==> src/lkvc_pkg.sv <==
// Shared types and constants for the LRU key/value cache.
package lkvc_pkg;

  localparam int KEY_BITS     = 32;
  localparam int VALUE_BITS   = 32;
  localparam int MAX_ENTRIES_DEFAULT = 16;
  localparam int CAP_W        = 5;
  localparam logic [CAP_W-1:0] CAP_RESET = 5'd16;

  localparam logic CMD_GET = 1'b0;
  localparam logic CMD_SET = 1'b1;

  typedef struct packed {
    logic                         cmd;
    logic signed [KEY_BITS-1:0]   key;
    logic signed [VALUE_BITS-1:0] value;
  } req_t;

  typedef struct packed {
    logic                         hit;
    logic signed [VALUE_BITS-1:0] read_value;
    logic                         evicted;
    logic signed [KEY_BITS-1:0]   evicted_key;
  } resp_t;

  typedef struct packed {
    logic load;
    logic match;
    logic update;
  } ctrl_t;

endpackage

==> src/lkvc_ram.sv <==
// Generic single-port RAM with registered read data.
module lkvc_ram #(
  parameter int WIDTH = 32,
  parameter int DEPTH = 16
) (
  input  logic                                  clk,
  input  logic                                  we,
  input  logic                                  re,
  input  logic [(DEPTH > 1 ? $clog2(DEPTH) : 1)-1:0] addr,
  input  logic [WIDTH-1:0]                      wdata,
  output logic [WIDTH-1:0]                      rdata
);

  logic [WIDTH-1:0] mem [DEPTH];

  always_ff @(posedge clk) begin
    if (we) begin
      mem[addr] <= wdata;
    end
    if (re) begin
      rdata <= mem[addr];
    end
  end

endmodule

==> src/lkvc_ctrl.sv <==
// Sequencer that steps each request through match, update and response.
module lkvc_ctrl
  import lkvc_pkg::*;
(
  input  logic  clk,
  input  logic  rst,
  input  logic  start,
  output logic  busy,
  output logic  done,
  output ctrl_t ctrl
);

  localparam logic [1:0] S_IDLE   = 2'd0;
  localparam logic [1:0] S_MATCH  = 2'd1;
  localparam logic [1:0] S_UPDATE = 2'd2;
  localparam logic [1:0] S_RESP   = 2'd3;

  logic [1:0] state;
  logic [1:0] state_next;
  logic       accept;

  // A new request may enter while the previous response is on the ports.
  assign busy   = (state == S_MATCH) || (state == S_UPDATE);
  assign accept = start && !busy;
  assign done   = (state == S_RESP);

  assign ctrl.load   = accept;
  assign ctrl.match  = (state == S_MATCH);
  assign ctrl.update = (state == S_UPDATE);

  always_comb begin
    state_next = state;
    case (state)
      S_IDLE:   if (accept) state_next = S_MATCH;
      S_MATCH:  state_next = S_UPDATE;
      S_UPDATE: state_next = S_RESP;
      S_RESP:   state_next = accept ? S_MATCH : S_IDLE;
      default:  state_next = S_IDLE;
    endcase
  end

  always_ff @(posedge clk) begin
    if (rst) begin
      state <= S_IDLE;
    end else begin
      state <= state_next;
    end
  end

endmodule

==> src/lkvc_dp.sv <==
// Tag store, recency ranks, value RAM and response registers.
module lkvc_dp
  import lkvc_pkg::*;
#(
  parameter int MAX_ENTRIES = MAX_ENTRIES_DEFAULT
) (
  input  logic             clk,
  input  logic             rst,
  input  ctrl_t            ctrl,
  input  req_t             req,
  input  logic             cfg_we,
  input  logic [CAP_W-1:0] cfg_data,
  output resp_t            resp
);

  localparam int IDX_W = (MAX_ENTRIES > 1) ? $clog2(MAX_ENTRIES) : 1;
  localparam int CNT_W = $clog2(MAX_ENTRIES + 1);
  localparam int CMP_W = (CNT_W > CAP_W) ? CNT_W : CAP_W;

  req_t                    req_q;
  logic [CAP_W-1:0]        cap_q;
  logic [MAX_ENTRIES-1:0]  valid;
  logic [IDX_W-1:0]        rank [MAX_ENTRIES];
  logic [KEY_BITS-1:0]     keys [MAX_ENTRIES];
  logic [CNT_W-1:0]        used_cnt;

  logic                    hit_q;
  logic                    evict_q;
  logic [MAX_ENTRIES-1:0]  match_q;
  logic [MAX_ENTRIES-1:0]  victim_q;
  logic [IDX_W-1:0]        found_idx_q;
  logic [IDX_W-1:0]        found_rank_q;
  logic [KEY_BITS-1:0]     ev_key_q;

  logic [MAX_ENTRIES-1:0]  match_c;
  logic [MAX_ENTRIES-1:0]  victim_c;
  logic [IDX_W-1:0]        found_idx_c;
  logic [IDX_W-1:0]        found_rank_c;
  logic [IDX_W-1:0]        last_rank;
  logic                    full_c;
  logic [CMP_W-1:0]        used_ext;
  logic [CMP_W-1:0]        cap_ext;

  logic [MAX_ENTRIES-1:0]  victim_eff;
  logic [MAX_ENTRIES-1:0]  kept;
  logic [MAX_ENTRIES-1:0]  slot_oh;
  logic [IDX_W-1:0]        slot_idx;
  logic [KEY_BITS-1:0]     victim_key;

  logic                    is_set;
  logic                    ram_we;
  logic                    ram_re;
  logic [IDX_W-1:0]        ram_addr;
  logic [VALUE_BITS-1:0]   ram_rdata;

  assign is_set    = (req_q.cmd == CMD_SET);
  assign last_rank = IDX_W'(used_cnt - 1'b1);
  assign used_ext  = CMP_W'(used_cnt);
  assign cap_ext   = CMP_W'(cap_q);

  // Effective capacity: zero acts as one, anything above the store size saturates.
  always_comb begin
    if (cap_q == '0) begin
      full_c = (used_cnt != '0);
    end else if (cap_ext >= CMP_W'(MAX_ENTRIES)) begin
      full_c = (used_ext >= CMP_W'(MAX_ENTRIES));
    end else begin
      full_c = (used_ext >= cap_ext);
    end
  end

  always_comb begin
    found_idx_c  = '0;
    found_rank_c = '0;
    for (int i = 0; i < MAX_ENTRIES; i++) begin
      match_c[i]  = valid[i] && (keys[i] == req_q.key);
      victim_c[i] = valid[i] && (rank[i] == last_rank);
    end
    for (int i = MAX_ENTRIES - 1; i >= 0; i--) begin
      if (match_c[i]) begin
        found_idx_c  = IDX_W'(i);
        found_rank_c = rank[i];
      end
    end
  end

  assign victim_eff = evict_q ? victim_q : '0;
  assign kept       = valid & ~victim_eff;

  // Lowest free slot once the victim, if any, has been released.
  always_comb begin
    slot_oh    = '0;
    slot_idx   = '0;
    victim_key = '0;
    for (int i = MAX_ENTRIES - 1; i >= 0; i--) begin
      if (!kept[i]) begin
        slot_oh  = '0;
        slot_oh[i] = 1'b1;
        slot_idx = IDX_W'(i);
      end
    end
    for (int i = 0; i < MAX_ENTRIES; i++) begin
      victim_key = victim_key | (keys[i] & {KEY_BITS{victim_q[i]}});
    end
  end

  always_ff @(posedge clk) begin
    if (rst) begin
      cap_q <= CAP_RESET;
    end else if (cfg_we) begin
      cap_q <= cfg_data;
    end
  end

  always_ff @(posedge clk) begin
    if (ctrl.load) begin
      req_q <= req;
    end
    if (ctrl.match) begin
      hit_q        <= |match_c;
      evict_q      <= is_set && !(|match_c) && full_c;
      match_q      <= match_c;
      victim_q     <= victim_c;
      found_idx_q  <= found_idx_c;
      found_rank_q <= found_rank_c;
    end
    if (ctrl.update) begin
      ev_key_q <= evict_q ? victim_key : '0;
    end
  end

  always_ff @(posedge clk) begin
    if (rst) begin
      valid    <= '0;
      used_cnt <= '0;
      for (int i = 0; i < MAX_ENTRIES; i++) begin
        rank[i] <= '0;
      end
    end else if (ctrl.update) begin
      if (hit_q) begin
        for (int i = 0; i < MAX_ENTRIES; i++) begin
          if (match_q[i]) begin
            rank[i] <= '0;
          end else if (valid[i] && (rank[i] < found_rank_q)) begin
            rank[i] <= rank[i] + 1'b1;
          end
        end
      end else if (is_set) begin
        for (int i = 0; i < MAX_ENTRIES; i++) begin
          if (slot_oh[i]) begin
            rank[i]  <= '0;
            valid[i] <= 1'b1;
          end else if (kept[i]) begin
            rank[i] <= rank[i] + 1'b1;
          end else if (victim_eff[i]) begin
            valid[i] <= 1'b0;
          end
        end
        if (!evict_q) begin
          used_cnt <= used_cnt + 1'b1;
        end
      end
    end
  end

  always_ff @(posedge clk) begin
    for (int i = 0; i < MAX_ENTRIES; i++) begin
      if (ctrl.update && is_set && !hit_q && slot_oh[i]) begin
        keys[i] <= req_q.key;
      end
    end
  end

  assign ram_we   = ctrl.update && is_set;
  assign ram_re   = ctrl.update && !is_set && hit_q;
  assign ram_addr = hit_q ? found_idx_q : slot_idx;

  lkvc_ram #(
    .WIDTH (VALUE_BITS),
    .DEPTH (MAX_ENTRIES)
  ) u_values (
    .clk   (clk),
    .we    (ram_we),
    .re    (ram_re),
    .addr  (ram_addr),
    .wdata (req_q.value),
    .rdata (ram_rdata)
  );

  assign resp.hit         = hit_q;
  assign resp.read_value  = (hit_q && !is_set) ? ram_rdata : '0;
  assign resp.evicted     = evict_q;
  assign resp.evicted_key = ev_key_q;

endmodule

==> src/lru_key_value_cache.sv <==
// Top level of the fully associative key/value cache with LRU replacement.
// A request is taken when start is high and busy is low; its response appears
// on resp, flagged by done for exactly one cycle, once the tag compare and then
// the rank update and value RAM access are through. Busy is high during those
// steps, and a new request may be issued in the cycle that done is high. The
// receiver has no way to stall: each response must be taken when done is high.
// The capacity register may be written at any time cfg_valid is high (cfg_ready
// is always high) but should only change while no request is in flight. Values
// on a get miss and evicted keys without an eviction read as zero.
module lru_key_value_cache
  import lkvc_pkg::*;
#(
  parameter int MAX_ENTRIES = MAX_ENTRIES_DEFAULT
) (
  input  logic             clk,
  input  logic             rst,
  input  logic             start,
  output logic             busy,
  input  req_t             req,
  output logic             done,
  output resp_t            resp,
  input  logic             cfg_valid,
  output logic             cfg_ready,
  input  logic [CAP_W-1:0] cfg_data
);

  ctrl_t ctrl;

  assign cfg_ready = 1'b1;

  lkvc_ctrl u_ctrl (
    .clk   (clk),
    .rst   (rst),
    .start (start),
    .busy  (busy),
    .done  (done),
    .ctrl  (ctrl)
  );

  lkvc_dp #(
    .MAX_ENTRIES (MAX_ENTRIES)
  ) u_dp (
    .clk      (clk),
    .rst      (rst),
    .ctrl     (ctrl),
    .req      (req),
    .cfg_we   (cfg_valid && cfg_ready),
    .cfg_data (cfg_data),
    .resp     (resp)
  );

  // Every accepted request is answered with done once it has passed the match and update states.
  assert property (@(posedge clk) disable iff (rst) (start && !busy) |-> ##3 done)
    else $error("response missing three cycles after request");

  // A response is only produced at the end of a busy period.
  assert property (@(posedge clk) disable iff (rst) done |-> ($past(busy) && !busy))
    else $error("done without preceding busy period");

  // A hit never evicts.
  assert property (@(posedge clk) disable iff (rst) done |-> !(resp.hit && resp.evicted))
    else $error("hit and eviction reported together");

endmodule
==> config.mk <==
export PLATFORM = sky130hd
export DESIGN_NAME = lru_key_value_cache
export DESIGN_NICKNAME = d
export VERILOG_FILES = /design/src/lkvc_pkg.sv /design/src/lkvc_ram.sv /design/src/lkvc_ctrl.sv /design/src/lkvc_dp.sv /design/src/lru_key_value_cache.sv
export SDC_FILE = /design/constraint.sdc
export NUM_CORES = 2
export LEC_CHECK = 0
export ABC_AREA = 1
export BUFFER_PORTS_ARGS = -buffer_cell sky130_fd_sc_hd__buf_4
export CAP_MARGIN = 20
export CORE_MARGIN = 2
export CORE_UTILIZATION = 55
export CTS_BUF_LIST = sky130_fd_sc_hd__clkbuf_4 sky130_fd_sc_hd__clkbuf_8
export DETAILED_ROUTE_END_ITERATION = 10
export GPL_ROUTABILITY_DRIVEN = 0
export PLACE_DENSITY_LB_ADDON = 0.08
export SYNTH_ARGS = -nofsm -noshare
export SYNTH_HDL_FRONTEND = slang
export SYNTH_SLANG_ARGS = --single-unit
export TNS_END_PERCENT = 1
==> constraint.sdc <==
create_clock -name clk -period 13.15 [get_ports clk]
set_input_delay 2.63 -clock clk [delete_from_list [all_inputs] [get_ports clk]]
set_output_delay 2.63 -clock clk [all_outputs]
set_load 0.05 [all_outputs]
==> results_dict.tcl <==
set metrics [dict create \
    post_drt_via_cell_ratio 6.26 \
    die_y_um 333 \
    min_path_type "reg2reg" \
    max_clock_freq_mhz 177 \
    hpwl_um 128000 \
    drt_iter0_drc 6681 \
    synth-main-ff-cell "edfxtp_1" \
    grt_pass1_vias 42600 \
    grt_max_degree 158 \
    synthTopCellsByArea "edfxtp_1 64%, nand2_1 12%, nor2_1 2.0%" \
    crit_arrival_ns 3.02 \
    postCtsHoldBufs 0 \
    clkTransAtPathRegs_ns 0.06 \
    die_x_um 333 \
    ctsResizeCount 0 \
    power_density_nw_per_um2 174 \
    grt_usage_pct 35.8 \
    async_reset_ff_share_pct 0 \
    grt_overflow 0 \
    synth_common_cells "1822 x nand2_1, 1259 x edfxtp_1, 324 x nor2_1" \
    worst_slack_ns 7.50 \
    peakVddDrop_uv 142 \
    final-setup-viol-count 0 \
    insertion_delay_ns 0.93 \
    postCtsSetupRepairBufs 0 \
    cts.sinks 1287 \
    grt_pass1_wl_um 288000 \
    outcome "complete, no violations" \
    synth_cells 5459 \
    period_share_pct 43.0 \
    synth_edf_count 1259 \
    synth_area_sq_um 59400 \
    yosys_register_bits 1287 \
    io_pins 143 \
    crit_type "reg2out" \
    die_area_sq_um 111000 \
    finClkSkew_ns 0.0404 \
    rows 120 \
    wirelength_um 201000 \
    antenna_found_initial 4 \
    fin_tns_setup_ns 0 \
    placed_cells 6851 \
    cp-end-kind "output port" \
    synth_cell_type_count 67 \
    rsz0062_at_grt "false" \
    synth_most_common_cell "nand2_1" \
    startpoint_type "flip-flop" \
    cts_root_buf "clkbuf_8" \
    synth_compound_area_share_pct 8.25 \
    cts-htree-levels 4 \
    cap_violations 0 \
    syn2layout_area_growth_pct 11.5 \
    portBuffers 141 \
    p_leak_nw 24.8 \
    synth_top_family_by_area "simple AND/OR/NAND/NOR gates" \
    vias 45300 \
    yosysTopAreaCellShare_pct 63.6 \
    cts_tree "yes" \
    fillers 8691 \
    fin_nets 5810 \
    synth_nets 5609 \
    yosysWarningCount 0 \
    synthSimpleGateAreaFrac_pct 17.9 \
    start_util_pct 55.5 \
    synthMuxAreaShare_pct 0 \
    synthXorXnorAreaFrac_pct 3.24 \
    drtAntennaViolNets 0 \
    drive_gt1_share_pct 12.5 \
    dp_slack_ns 7.84 \
    synthAdderAreaFrac_pct 1.60 \
    final_hold_viol_count 0 \
    cts_buffers 206 \
    max_slew_margin_pct 24.1 \
    drv_slew 0 \
    yosys.area.top_type "edfxtp_1" \
    tightest_slew_ns 1.13 \
    core_sq_um 107000 \
    avgSynthCellArea_sq_um 10.9 \
    dr.pass1.iters 8 \
    cp.required_ns 10.52 \
    wl_per_cell_um 27.8 \
    period_needed_ns 5.65 \
    clk_path_buf_depth 3 \
    crit_fanout 32 \
    drc 0 \
    fin_cells 7236 \
    yosysSeqAreaShare_pct 64.6 \
]
area by class of cell:
type / count / area (sq um) / area share [%]
clock buffers: 285 / 3470 / 5.24
well taps: 1403 / 1760 / 2.65
multi-input cells: 3597 / 18700 / 28.3
repair buffers: 255 / 2030 / 3.06
inverters: 313 / 1180 / 1.79
diodes: 1 / 2.50 / 0.00378
clock inverters: 95 / 712 / 1.07
flip-flops and latches: 1287 / 38400 / 57.9
critical path: stages (launching register included):
cell and delay (ns):
edfxtp_1 0.65, inv_1 0.25, or2_2 0.67, nor2_1 0.26
buf_4 0.23
layout by cell type (no fill, tap or decap), drive strengths merged, types with 48 or more instances in the layout:
| cell type | synthesis | routed |
|---|---|---|
| nand2 | 1827 | 1827 |
| nor2 | 336 | 336 |
| clkbuf | 95 | 285 |
| o21ai | 176 | 176 |
| nand3 | 182 | 182 |
| ha | 76 | 76 |
| xnor2 | 117 | 117 |
| clkinv | 7 | 83 |
| a21oi | 109 | 109 |
| a22o | 79 | 79 |
| a221oi | 120 | 120 |
| xor2 | 103 | 103 |
| inv | 306 | 312 |
| nor3 | 48 | 48 |
| o22ai | 91 | 91 |
| edfxtp | 1259 | 1259 |
| nand4 | 93 | 93 |
| buf | 167 | 255 |
kinds of logic (layout without fill, tap and decap cells):
kind of cell,after synthesis,in the layout
compound gates,712,712
xor+xnor,220,220
fa+ha+maj,76,76
buf+inv,575,948
flops,1287,1287
other cells,1,2
simple gates,2588,2588
metal layers:
| metal | routed length [um] | GRT usage (%) | up-vias |
|---|---|---|---|
| met5 | 17 | 0 | - |
| met4 | 13900 | 21.8 | 2 |
| met3 | 24900 | 9.13 | 721 |
| met2 | 89400 | 54.5 | 3303 |
| met1 | 72600 | 46.5 | 21600 |
| li1 | - | - | 19700 |
per-stage QoR:
stage	hold slack, ns	cell area (sq um)	total power, mW	utilization [%]
floorplan	0.450	59400	6.95	-
global placement	0.465	61900	7.93	57.8
detailed placement	0.473	62000	7.97	57.9
CTS	0.483	66100	11.4	61.8
global route	0.519	66200	11.9	61.9
finish	0.484	66200	11.5	61.9
report_power, final:
group / switching (mW) / internal [mW] / leakage [nW] / total, mW
clock: 1.66 / 1.87 / 2.21 / 3.53
combinational: 2.09 / 0.697 / 10.9 / 2.79
sequential: 0.213 / 4.97 / 11.7 / 5.19
path summary, 6_finish.rpt:
path	slack (ns)	start	cells after the start	end
max	7.50	u_dp.hit_q	4	resp[43]
min	0.48	u_dp.valid[13]	2	u_dp.valid[13]
min reg2reg	0.48	u_dp.valid[13]	2	u_dp.valid[13]
max reg2reg	7.88	u_dp.victim_q[15]	16	u_dp.u_values.mem[9][15]
sequential cells by signal, summed over array words and instances, names as in the netlist:
register,count
u_ctrl.state,2
u_dp.cap_ext,5
u_dp.ev_key_q,32
u_dp.evict_q,1
u_dp.found_idx_q,4
u_dp.found_rank_q,4
u_dp.hit_q,1
u_dp.is_set,1
u_dp.keys,512
u_dp.match_q,16
u_dp.rank,64
u_dp.req_q,64
u_dp.u_values.mem,512
u_dp.u_values.rdata,32
u_dp.used_cnt,5
u_dp.valid,16
u_dp.victim_q,16
Note: power is estimated with default switching activity, not from simulation.
